File: src/spa_pkg.sv
`timescale 1ns / 1ps

package spa_pkg;

  localparam int MODE_W      = 3;
  localparam int IDX_W       = 9;
  localparam int STATUS_W    = 2;
  localparam int COUNT_W     = 10;
  localparam int LANES       = 32;
  localparam int LANE_W      = 5;
  localparam int SLOT_BITS   = 4;
  localparam int DEF_SLOTS   = 512;
  localparam int QUEUE_DEPTH = 2;

  localparam logic [COUNT_W-1:0] COUNT_MAX = {COUNT_W{1'b1}};

  localparam logic [MODE_W-1:0] MODE_ALLOC       = 3'd0;
  localparam logic [MODE_W-1:0] MODE_DELETE      = 3'd1;
  localparam logic [MODE_W-1:0] MODE_SOFT_DELETE = 3'd2;
  localparam logic [MODE_W-1:0] MODE_RELEASE     = 3'd3;
  localparam logic [MODE_W-1:0] MODE_SET_HOLD    = 3'd4;

  typedef enum logic [2:0] {
    OP_ALLOC,
    OP_DELETE,
    OP_SOFT_DELETE,
    OP_RELEASE,
    OP_SET_HOLD,
    OP_NOP
  } op_t;

  typedef enum logic [STATUS_W-1:0] {
    STAT_DONE  = 2'd0,
    STAT_FULL  = 2'd1,
    STAT_FREE  = 2'd2,
    STAT_DEFER = 2'd3
  } status_t;

  typedef enum logic [2:0] {
    BS_CLEAR,
    BS_IDLE,
    BS_SINGLE,
    BS_ALLOC,
    BS_RELEASE,
    BS_RESP
  } bstate_t;

  typedef struct packed {
    op_t              op;
    logic             in_range;
    logic [IDX_W-1:0] idx;
    logic             owner;
  } cmd_t;

  typedef struct packed {
    logic owner;
    logic pending;
    logic hold;
    logic active;
  } slot_t;

endpackage

File: src/slot_pool_allocator.sv
// delete, soft delete and set hold read and update the addressed slot; allocate walks the
// slot table ram from row 0 to the first free slot and release walks every row, one row per
// cycle (32 slots per row), ROWS = ceil(SLOTS/32) (16 at 512); new requests are taken into
// the front register and queue while an earlier one is in work
// reset: a clearing pass writes every row of the table, in_ready low meanwhile
`timescale 1ns / 1ps

module slot_pool_allocator #(
  parameter int SLOTS = spa_pkg::DEF_SLOTS
) (
  input  logic                         clk,
  input  logic                         rst_n,
  input  logic                         in_valid,
  output logic                         in_ready,
  input  logic [spa_pkg::MODE_W-1:0]   in_mode,
  input  logic [spa_pkg::IDX_W-1:0]    in_slot_index,
  input  logic                         in_owner,
  output logic                         out_valid,
  input  logic                         out_ready,
  output logic [spa_pkg::IDX_W-1:0]    out_granted_slot,
  output logic [spa_pkg::STATUS_W-1:0] out_status,
  output logic [spa_pkg::COUNT_W-1:0]  out_freed_count
);

  logic          q_push;
  logic          q_full;
  logic          q_pop;
  logic          q_not_empty;
  logic          clearing;
  spa_pkg::cmd_t q_in;
  spa_pkg::cmd_t q_head;

  spa_front #(
    .SLOTS (SLOTS)
  ) u_front (
    .clk           (clk),
    .rst_n         (rst_n),
    .in_valid      (in_valid),
    .in_ready      (in_ready),
    .in_mode       (in_mode),
    .in_slot_index (in_slot_index),
    .in_owner      (in_owner),
    .hold_off      (clearing),
    .q_push        (q_push),
    .q_data        (q_in),
    .q_full        (q_full)
  );

  spa_queue u_queue (
    .clk       (clk),
    .rst_n     (rst_n),
    .push      (q_push),
    .push_data (q_in),
    .full      (q_full),
    .pop       (q_pop),
    .head      (q_head),
    .not_empty (q_not_empty)
  );

  spa_back #(
    .SLOTS (SLOTS)
  ) u_back (
    .clk              (clk),
    .rst_n            (rst_n),
    .cmd_valid        (q_not_empty),
    .cmd              (q_head),
    .cmd_pop          (q_pop),
    .clearing         (clearing),
    .out_valid        (out_valid),
    .out_ready        (out_ready),
    .out_granted_slot (out_granted_slot),
    .out_status       (out_status),
    .out_freed_count  (out_freed_count)
  );

endmodule

File: src/spa_ram.sv
`timescale 1ns / 1ps

module spa_ram #(
  parameter int WIDTH = 8,
  parameter int DEPTH = 2,
  parameter int AW    = (DEPTH > 1) ? $clog2(DEPTH) : 1
) (
  input  logic             clk,
  input  logic             we,
  input  logic [AW-1:0]    waddr,
  input  logic [WIDTH-1:0] wdata,
  input  logic [AW-1:0]    raddr,
  output logic [WIDTH-1:0] rdata
);

  logic [WIDTH-1:0] mem [DEPTH];
  logic [WIDTH-1:0] rdata_r;

  always_ff @(posedge clk) begin
    if (we) begin
      mem[waddr] <= wdata;
    end
    rdata_r <= mem[raddr];
  end

  assign rdata = rdata_r;

endmodule

File: src/spa_queue.sv
`timescale 1ns / 1ps

module spa_queue (
  input  logic          clk,
  input  logic          rst_n,
  input  logic          push,
  input  spa_pkg::cmd_t push_data,
  output logic          full,
  input  logic          pop,
  output spa_pkg::cmd_t head,
  output logic          not_empty
);

  localparam int DEPTH = spa_pkg::QUEUE_DEPTH;
  localparam int PTR_W = (DEPTH > 1) ? $clog2(DEPTH) : 1;
  localparam logic [PTR_W-1:0] PTR_LAST = PTR_W'(DEPTH - 1);
  localparam logic [PTR_W:0]   CNT_FULL = (PTR_W + 1)'(DEPTH);

  spa_pkg::cmd_t    entry_r [DEPTH];
  logic [PTR_W-1:0] wr_ptr_r, wr_ptr_nxt;
  logic [PTR_W-1:0] rd_ptr_r, rd_ptr_nxt;
  logic [PTR_W:0]   count_r, count_nxt;

  assign full      = (count_r == CNT_FULL);
  assign not_empty = (count_r != '0);
  assign head      = entry_r[rd_ptr_r];

  always_comb begin
    wr_ptr_nxt = wr_ptr_r;
    rd_ptr_nxt = rd_ptr_r;
    count_nxt  = count_r;
    if (push) begin
      wr_ptr_nxt = (wr_ptr_r == PTR_LAST) ? '0 : wr_ptr_r + PTR_W'(1);
    end
    if (pop) begin
      rd_ptr_nxt = (rd_ptr_r == PTR_LAST) ? '0 : rd_ptr_r + PTR_W'(1);
    end
    if (push && !pop) begin
      count_nxt = count_r + (PTR_W + 1)'(1);
    end else if (pop && !push) begin
      count_nxt = count_r - (PTR_W + 1)'(1);
    end
  end

  always_ff @(posedge clk) begin
    if (!rst_n) begin
      wr_ptr_r <= '0;
      rd_ptr_r <= '0;
      count_r  <= '0;
    end else begin
      wr_ptr_r <= wr_ptr_nxt;
      rd_ptr_r <= rd_ptr_nxt;
      count_r  <= count_nxt;
    end
  end

  always_ff @(posedge clk) begin
    if (push) begin
      entry_r[wr_ptr_r] <= push_data;
    end
  end

  a_no_overflow: assert property (@(posedge clk) disable iff (!rst_n)
    push |-> !full || pop)
    else $error("queue overflow");

  a_no_underflow: assert property (@(posedge clk) disable iff (!rst_n)
    pop |-> not_empty)
    else $error("queue underflow");

endmodule

File: src/spa_front.sv
`timescale 1ns / 1ps

module spa_front #(
  parameter int SLOTS = spa_pkg::DEF_SLOTS
) (
  input  logic                       clk,
  input  logic                       rst_n,
  input  logic                       in_valid,
  output logic                       in_ready,
  input  logic [spa_pkg::MODE_W-1:0] in_mode,
  input  logic [spa_pkg::IDX_W-1:0]  in_slot_index,
  input  logic                       in_owner,
  input  logic                       hold_off,
  output logic                       q_push,
  output spa_pkg::cmd_t              q_data,
  input  logic                       q_full
);

  logic          valid_r, valid_nxt;
  spa_pkg::cmd_t cmd_r;
  spa_pkg::cmd_t cmd_dec;
  logic          accept;

  assign q_push   = valid_r && !q_full;
  assign in_ready = !hold_off && (!valid_r || !q_full);
  assign accept   = in_valid && in_ready;
  assign q_data   = cmd_r;

  // decode the mode and check the addressed slot against the table size
  always_comb begin
    cmd_dec.idx      = in_slot_index;
    cmd_dec.owner    = in_owner;
    cmd_dec.in_range = (32'(in_slot_index) < 32'(SLOTS));
    unique case (in_mode)
      spa_pkg::MODE_ALLOC:       cmd_dec.op = spa_pkg::OP_ALLOC;
      spa_pkg::MODE_DELETE:      cmd_dec.op = spa_pkg::OP_DELETE;
      spa_pkg::MODE_SOFT_DELETE: cmd_dec.op = spa_pkg::OP_SOFT_DELETE;
      spa_pkg::MODE_RELEASE:     cmd_dec.op = spa_pkg::OP_RELEASE;
      spa_pkg::MODE_SET_HOLD:    cmd_dec.op = spa_pkg::OP_SET_HOLD;
      default:                   cmd_dec.op = spa_pkg::OP_NOP;
    endcase
  end

  always_comb begin
    valid_nxt = valid_r;
    if (accept) begin
      valid_nxt = 1'b1;
    end else if (q_push) begin
      valid_nxt = 1'b0;
    end
  end

  always_ff @(posedge clk) begin
    if (!rst_n) begin
      valid_r <= 1'b0;
    end else begin
      valid_r <= valid_nxt;
    end
  end

  always_ff @(posedge clk) begin
    if (accept) begin
      cmd_r <= cmd_dec;
    end
  end

endmodule

File: src/spa_back.sv
`timescale 1ns / 1ps

module spa_back #(
  parameter int SLOTS = spa_pkg::DEF_SLOTS
) (
  input  logic                         clk,
  input  logic                         rst_n,
  input  logic                         cmd_valid,
  input  spa_pkg::cmd_t                cmd,
  output logic                         cmd_pop,
  output logic                         clearing,
  output logic                         out_valid,
  input  logic                         out_ready,
  output logic [spa_pkg::IDX_W-1:0]    out_granted_slot,
  output logic [spa_pkg::STATUS_W-1:0] out_status,
  output logic [spa_pkg::COUNT_W-1:0]  out_freed_count
);

  localparam int LANES   = spa_pkg::LANES;
  localparam int LW      = spa_pkg::LANE_W;
  localparam int IW      = spa_pkg::IDX_W;
  localparam int CW      = spa_pkg::COUNT_W;
  localparam int ROWS    = (SLOTS + LANES - 1) / LANES;
  localparam int ROW_W   = (ROWS > 1) ? $clog2(ROWS) : 1;
  localparam int DATA_W  = LANES * spa_pkg::SLOT_BITS;
  localparam int NUM_W   = ROW_W + LW;
  localparam logic [ROW_W-1:0] ROW_LAST = ROW_W'(ROWS - 1);

  spa_pkg::bstate_t state_r, state_nxt;
  logic [ROW_W-1:0] scan_row_r, scan_row_nxt;
  spa_pkg::cmd_t    cur_r, cur_nxt;
  logic [IW-1:0]    res_slot_r, res_slot_nxt;
  spa_pkg::status_t res_status_r, res_status_nxt;
  logic [CW-1:0]    res_freed_r, res_freed_nxt;
  logic             out_valid_r, out_valid_nxt;
  logic [IW-1:0]    out_slot_r;
  spa_pkg::status_t out_status_r;
  logic [CW-1:0]    out_freed_r;
  logic             load_out;

  logic              ram_we;
  logic [ROW_W-1:0]  ram_waddr;
  logic [ROW_W-1:0]  ram_raddr;
  logic [DATA_W-1:0] ram_rdata;
  spa_pkg::slot_t [LANES-1:0] row_q;
  spa_pkg::slot_t [LANES-1:0] wrow;
  spa_pkg::slot_t [LANES-1:0] rel_row;

  logic [ROW_W+IW-LW-1:0] cmd_row_ext, cur_row_ext;
  logic [ROW_W-1:0]       cmd_row, cur_row, next_row;
  logic [LW-1:0]          cur_lane;
  spa_pkg::slot_t         cur_slot;
  logic                   cur_used;

  logic [LANES-1:0] free_vec;
  logic [LANES-1:0] rel_vec;
  logic             hit;
  logic [LW-1:0]    hit_lane;
  logic [NUM_W+IW-1:0] hit_num_ext;
  logic [LW:0]      rel_cnt;
  logic [CW:0]      rel_sum;

  spa_ram #(
    .WIDTH (DATA_W),
    .DEPTH (ROWS),
    .AW    (ROW_W)
  ) u_table (
    .clk   (clk),
    .we    (ram_we),
    .waddr (ram_waddr),
    .wdata (wrow),
    .raddr (ram_raddr),
    .rdata (ram_rdata)
  );

  assign row_q = ram_rdata;

  assign cmd_row_ext = {{ROW_W{1'b0}}, cmd.idx[IW-1:LW]};
  assign cmd_row     = cmd_row_ext[ROW_W-1:0];
  assign cur_row_ext = {{ROW_W{1'b0}}, cur_r.idx[IW-1:LW]};
  assign cur_row     = cur_row_ext[ROW_W-1:0];
  assign cur_lane    = cur_r.idx[LW-1:0];
  assign cur_slot    = row_q[cur_lane];
  assign cur_used    = cur_r.in_range && (cur_slot.active || cur_slot.hold || cur_slot.pending);
  assign next_row    = (scan_row_r == ROW_LAST) ? scan_row_r : scan_row_r + ROW_W'(1);

  // per-lane view of the row currently on the read port
  always_comb begin
    hit      = 1'b0;
    hit_lane = '0;
    rel_row  = row_q;
    for (int l = 0; l < LANES; l++) begin
      free_vec[l] = !(row_q[l].active || row_q[l].hold || row_q[l].pending) &&
                    (32'({scan_row_r, LW'(l)}) < 32'(SLOTS));
      rel_vec[l]  = row_q[l].active && (row_q[l].owner == cur_r.owner);
      if (rel_vec[l]) begin
        rel_row[l].active  = 1'b0;
        rel_row[l].hold    = 1'b0;
        rel_row[l].pending = 1'b0;
      end
    end
    for (int l = LANES - 1; l >= 0; l--) begin
      if (free_vec[l]) begin
        hit      = 1'b1;
        hit_lane = LW'(l);
      end
    end
  end

  assign hit_num_ext = {{IW{1'b0}}, scan_row_r, hit_lane};
  assign rel_cnt     = (LW + 1)'($countones(rel_vec));
  assign rel_sum     = {1'b0, res_freed_r} + (CW + 1)'(rel_cnt);

  always_comb begin
    state_nxt      = state_r;
    scan_row_nxt   = scan_row_r;
    cur_nxt        = cur_r;
    res_slot_nxt   = res_slot_r;
    res_status_nxt = res_status_r;
    res_freed_nxt  = res_freed_r;
    ram_we         = 1'b0;
    ram_waddr      = scan_row_r;
    ram_raddr      = scan_row_r;
    wrow           = row_q;
    cmd_pop        = 1'b0;
    load_out       = 1'b0;
    unique case (state_r)
      spa_pkg::BS_CLEAR: begin
        ram_we = 1'b1;
        wrow   = '0;
        if (scan_row_r == ROW_LAST) begin
          scan_row_nxt = '0;
          state_nxt    = spa_pkg::BS_IDLE;
        end else begin
          scan_row_nxt = scan_row_r + ROW_W'(1);
        end
      end
      spa_pkg::BS_IDLE: begin
        scan_row_nxt = '0;
        ram_raddr    = (cmd.op == spa_pkg::OP_ALLOC || cmd.op == spa_pkg::OP_RELEASE) ?
                       '0 : cmd_row;
        if (cmd_valid) begin
          cmd_pop        = 1'b1;
          cur_nxt        = cmd;
          res_slot_nxt   = cmd.idx;
          res_status_nxt = spa_pkg::STAT_DONE;
          res_freed_nxt  = '0;
          unique case (cmd.op)
            spa_pkg::OP_ALLOC:       state_nxt = spa_pkg::BS_ALLOC;
            spa_pkg::OP_RELEASE:     state_nxt = spa_pkg::BS_RELEASE;
            spa_pkg::OP_DELETE,
            spa_pkg::OP_SOFT_DELETE,
            spa_pkg::OP_SET_HOLD:    state_nxt = spa_pkg::BS_SINGLE;
            default:                 state_nxt = spa_pkg::BS_RESP;
          endcase
        end
      end
      spa_pkg::BS_SINGLE: begin
        ram_waddr = cur_row;
        state_nxt = spa_pkg::BS_RESP;
        if (!cur_used) begin
          res_status_nxt = spa_pkg::STAT_FREE;
        end else begin
          unique case (cur_r.op)
            spa_pkg::OP_DELETE: begin
              ram_we                 = 1'b1;
              wrow[cur_lane].active  = 1'b0;
              wrow[cur_lane].hold    = 1'b0;
              wrow[cur_lane].pending = 1'b0;
              res_freed_nxt          = CW'(1);
            end
            spa_pkg::OP_SOFT_DELETE: begin
              ram_we = 1'b1;
              if (cur_slot.hold) begin
                wrow[cur_lane].pending = 1'b1;
                res_status_nxt         = spa_pkg::STAT_DEFER;
              end else begin
                wrow[cur_lane].active  = 1'b0;
                wrow[cur_lane].hold    = 1'b0;
                wrow[cur_lane].pending = 1'b0;
                res_freed_nxt          = CW'(1);
              end
            end
            spa_pkg::OP_SET_HOLD: begin
              ram_we              = 1'b1;
              wrow[cur_lane].hold = 1'b1;
            end
            default: begin
              ram_we = 1'b0;
            end
          endcase
        end
      end
      spa_pkg::BS_ALLOC: begin
        ram_raddr = next_row;
        if (hit) begin
          ram_we                 = 1'b1;
          wrow[hit_lane].owner   = cur_r.owner;
          wrow[hit_lane].active  = 1'b1;
          wrow[hit_lane].hold    = 1'b0;
          wrow[hit_lane].pending = 1'b0;
          res_slot_nxt           = hit_num_ext[IW-1:0];
          state_nxt              = spa_pkg::BS_RESP;
        end else if (scan_row_r == ROW_LAST) begin
          res_slot_nxt   = '0;
          res_status_nxt = spa_pkg::STAT_FULL;
          state_nxt      = spa_pkg::BS_RESP;
        end else begin
          scan_row_nxt = next_row;
        end
      end
      spa_pkg::BS_RELEASE: begin
        ram_raddr     = next_row;
        ram_we        = 1'b1;
        wrow          = rel_row;
        res_freed_nxt = (rel_sum > (CW + 1)'(spa_pkg::COUNT_MAX)) ?
                        spa_pkg::COUNT_MAX : rel_sum[CW-1:0];
        if (scan_row_r == ROW_LAST) begin
          state_nxt = spa_pkg::BS_RESP;
        end else begin
          scan_row_nxt = next_row;
        end
      end
      spa_pkg::BS_RESP: begin
        if (!out_valid_r || out_ready) begin
          load_out  = 1'b1;
          state_nxt = spa_pkg::BS_IDLE;
        end
      end
      default: begin
        state_nxt = spa_pkg::BS_IDLE;
      end
    endcase
  end

  always_comb begin
    out_valid_nxt = out_valid_r;
    if (load_out) begin
      out_valid_nxt = 1'b1;
    end else if (out_ready) begin
      out_valid_nxt = 1'b0;
    end
  end

  always_ff @(posedge clk) begin
    if (!rst_n) begin
      state_r     <= spa_pkg::BS_CLEAR;
      scan_row_r  <= '0;
      out_valid_r <= 1'b0;
    end else begin
      state_r     <= state_nxt;
      scan_row_r  <= scan_row_nxt;
      out_valid_r <= out_valid_nxt;
    end
  end

  always_ff @(posedge clk) begin
    cur_r        <= cur_nxt;
    res_slot_r   <= res_slot_nxt;
    res_status_r <= res_status_nxt;
    res_freed_r  <= res_freed_nxt;
    if (load_out) begin
      out_slot_r   <= res_slot_r;
      out_status_r <= res_status_r;
      out_freed_r  <= res_freed_r;
    end
  end

  assign clearing         = (state_r == spa_pkg::BS_CLEAR);
  assign out_valid        = out_valid_r;
  assign out_granted_slot = out_slot_r;
  assign out_status       = out_status_r;
  assign out_freed_count  = out_freed_r;

  a_clear_covers_table: assert property (@(posedge clk) disable iff (!rst_n)
    (state_r == spa_pkg::BS_CLEAR && state_nxt == spa_pkg::BS_IDLE) |->
      scan_row_r == ROW_LAST)
    else $error("clearing pass ended early");

  a_result_from_resp: assert property (@(posedge clk) disable iff (!rst_n)
    $rose(out_valid_r) |-> $past(state_r) == spa_pkg::BS_RESP)
    else $error("result loaded outside response state");

endmodule
File: config.mk
export PLATFORM = sky130hd
export DESIGN_NAME = slot_pool_allocator
export DESIGN_NICKNAME = d
export VERILOG_FILES = /design/src/spa_pkg.sv /design/src/slot_pool_allocator.sv /design/src/spa_ram.sv /design/src/spa_queue.sv /design/src/spa_front.sv /design/src/spa_back.sv
export SDC_FILE = /design/constraint.sdc
export NUM_CORES = 2
export LEC_CHECK = 0
export BUFFER_PORTS_ARGS = -buffer_cell sky130_fd_sc_hd__buf_2
export CORE_MARGIN = 5
export CORE_UTILIZATION = 50
export CTS_CLUSTER_DIAMETER = 150
export CTS_CLUSTER_SIZE = 16
export DETAILED_ROUTE_END_ITERATION = 6
export GPL_TIMING_DRIVEN = 1
export PLACE_DENSITY = 0.62
export SLEW_MARGIN = 20
export SYNTH_ARGS = -nofsm -noshare
export SYNTH_HDL_FRONTEND = slang
export SYNTH_SLANG_ARGS = --single-unit
File: constraint.sdc
create_clock -name clk -period 9.38 [get_ports clk]
set_input_delay 0.469 -clock clk [delete_from_list [all_inputs] [get_ports clk]]
set_output_delay 0.469 -clock clk [all_outputs]
set_load 0.01 [all_outputs]
==> impl_metrics.ini <==
[drt]
remaining_drc_errors = 4
via_count = 63200
via_per_inst = 6.56
firstDrtPassIters = 7
wl_per_cell_um = 30.9
routed_wl_um = 298000
ant_nets = 0
drt_iter0_drc = 8053

[placement]
port_buffers = 39
gp_congestion = 1.02
hpwl_um = 167000
dp_worst_setup_slack_ns = 2.27

[global_route]
grt_antenna_before_repair = 13
grt_pass1_wl_um = 429000
gr-total-overflow = 0
globalRouteTotalUtil_pct = 29.4
grt_max_degree = 192
first_global_vias = 59700

[timing]
rsz0062_at_grt = no
final.setup.tns_ns = 0
min_period_over_period_pct = 76.4
fin_ws_ns = 2.22
finalMaxSlewViolations = 0
setup_viol = 0
max_slew_margin_pct = 19.2
fin_worst_skew_ns = 0.0542
finalHoldViolCount = 0
worst_slew_pin_slew_ns = 1.20
fmax_mhz = 140
holdWs_ns = 0.0771
fin_crit_ns = 7.16

[clock_tree]
clk_pin_slew_ns = 0.10
clock_sinks = 2284
cts_buffers = 160
cts.path.max_buffers = 3
cts_resized = 0
cts_tree = built
htree_num_levels = 4
clock_latency_ns = 0.88
cts_root_buf = clkbuf_16

[setup_path]
critPathMaxStageDelay_ns = 0.91
arrival_ns = 7.74
crit_family = adder cells
path_max_fanout = 15
timing.critical_path.cells = buf_4, xnor2_1, and2_1, ha_1, inv_1, fa_1, inv_1, fa_1, fa_1, fa_1, fa_1, ha_1, fa_1, ha_1, a21o_1, a21oi_1, o21bai_1, a21o_1, nand3_1, nand2_1, mux2i_1, nor2_1
critPathCaptureType = flop
slowest_stage = edfxtp_1
cp_common_cell = fa_1
required_ns = 9.95
start_kind = flop
path_class = reg2reg
path_buf_inv = 3

[synthesis]
ys_warn_count = 0
synth_edf_count = 2142
synthTopCellsByArea = edfxtp_1 (68%), nand2_1 (4.8%), a211oi_1 (4.0%), a311oi_1 (3.3%), and3_1 (3.3%)
postSynthAreaPerCell_um2 = 13.2
synth.largest_area_cell = edfxtp_1
synthArstFlopShare_pct = 0
synthCells = 7168
synthesis.nets = 7245
yosysSeqAreaShare_pct = 70.9
synthDistinctLibCells = 77
synth_top_cells_by_count = edfxtp_1 (2142), nand2_1 (1201), clkbuf_1 (504), a211oi_1 (499), and3_1 (495)
syn_area_um2 = 94800
yosysMostFrequentCell = edfxtp_1
synth-seq-cells = 2284
synthFlopType = edfxtp_1
synthDominantCellAreaShare_pct = 67.9

[job]
drv_cap = 0

[die]
ios = 40
core_area_um2 = 188000
die_area_um2 = 198000
die-height_um = 445
dieWidth_um = 445
rows = 159
start_util_pct = 50.4

[layout]
regArea_um2 = 67200
multiInputGateArea_um2 = 25400
drive_gt1_share_pct = 7.45
nets = 7092
fillers = 15400
area_growth_pct = 8.71

[worst_hold_path]
min_path_type = in2reg

[run_status]
run_status = finished with violations
violations = DRC

[pwr]
p_total_uw = 22600
ir_worst_vdd_mv = 0.465
cellLeakagePower_uw = 0.0340
power_density_nw_per_um2 = 219
-- metal layers --
| metal | routed length (um) | track usage [%] | vias to the layer above |
|---|---|---|---|
| li1 | - | - | 27400 |
| met1 | 125000 | 41.9 | 32300 |
| met2 | 140000 | 47.0 | 2999 |
| met3 | 23600 | 4.60 | 577 |
| met4 | 9850 | 9.21 | 10 |
| met5 | 68 | 0 | - |
-- worst register-to-register path, delay by kind of cell (launching register included) --
kind	cells	cell delay, ns
DFF	1	0.91
and+or+nand+nor	4	0.59
muxes	1	0.14
buffers and inverters	3	0.53
AOI/OAI and AO/OA	4	0.77
adders and majority gates	9	3.75
xor gates and xnor gates	1	0.21
-- final timing paths --
kind | start | endpoint | slack [ns] | cells after the start
hold reg to reg | u_back.res_slot_r[3]$_DFFE_PP_ | u_back.out_granted_slot[3]$_DFFE_PP_ | 0.43 | 0
setup reg to reg | u_back.cur_r[0]$_DFFE_PP_ | u_back.res_freed_r[7]$_DFFE_PP_ | 2.22 | 22
setup / recovery | u_back.cur_r[0]$_DFFE_PP_ | u_back.res_freed_r[7]$_DFFE_PP_ | 2.22 | 22
hold / removal | in_mode[1] | u_front.q_data[12]$_DFFE_PP_ | 0.08 | 2
-- registers in the layout, summed over array words and instances, names as in the netlist, 5 cells and up, named ones only --
| name | flops |
|---|---|
| u_back.cur_lane | 5 |
| u_queue.entry_r | 26 |
| u_back.cur_r | 8 |
| u_back.res_freed_r | 10 |
| u_back.res_slot_r | 9 |
| u_back.out_granted_slot | 9 |
| u_back.u_table.mem | 2048 |
| u_back.u_table.rdata | 128 |
| u_front.q_data | 13 |
| u_back.out_freed_count | 10 |
-- cell type report --
type | count | share of cell area [%]
sequential | 2284 | 65.2
clock inverter | 14 | 0.260
antenna | 4 | 0.00972
inverter | 79 | 0.288
tap | 2495 | 3.03
timing repair buffer | 263 | 2.23
clock buffer | 270 | 4.33
multi-input combinational | 4227 | 24.7
-- layout by cell type, fill, tap and decap left out, types with 39 or more instances in the layout --
cell	Yosys	layout
clkbuf_1	504	108
nor3_1	190	189
and3_1	495	494
nand2_1	1201	1200
a211oi_1	499	499
a22o_1	39	39
dfxtp_1	142	142
buf_2	42	39
clkbuf_16	0	162
xnor2_1	41	41
o21ai_0	157	139
nor2_1	182	156
edfxtp_1	2142	2142
nand3_1	76	76
buf_4	2	179
a311oi_1	358	358
inv_1	77	77
a31oi_1	158	158
a21oi_1	372	364
-- power by group --
| part | leakage [uW] | total, uW | switching (uW) | internal (uW) |
|---|---|---|---|---|
| Sequential | 0.0202 | 11700 | 325 | 11300 |
| Clock | 0.00224 | 6730 | 3450 | 3280 |
| Combinational | 0.0115 | 4230 | 2640 | 1590 |
| Total | 0.0340 | 22600 | 6420 | 16200 |
-- repair_timing --
action	CTS	global route
endpoints found under the hold margin	26	0
hold buffers	14	0
buffers inserted	0	0
-- kinds of logic (layout without fill, tap and decap cells) --
logic type	Yosys count	after routing	share of synthesized area (%)
AND/OR/NAND/NOR	2311	2311	11.3
flip-flops	2284	2284	70.9
AO/OA/AOI/OAI	1782	1782	13.2
buffers and inverters	657	626	2.71
adder cells (fa/ha/maj)	60	60	1.01
XOR/XNOR	46	46	0.425
multiplexers	28	28	0.457
other	0	4	0
-- metrics by stage --
| stage | cell area, um2 | cells | utilization [%] |
|---|---|---|---|
| finish | 103000 | 9636 | 54.7 |
| CTS | 103000 | 9632 | 54.7 |
| floorplan | 94800 | 7168 | - |
| global placement | 98000 | 9334 | 52.1 |
| detailed placement | 98100 | 9334 | 52.1 |
| global route | 103000 | 9632 | 54.7 |
Note: power is estimated with default switching activity, not from simulation.
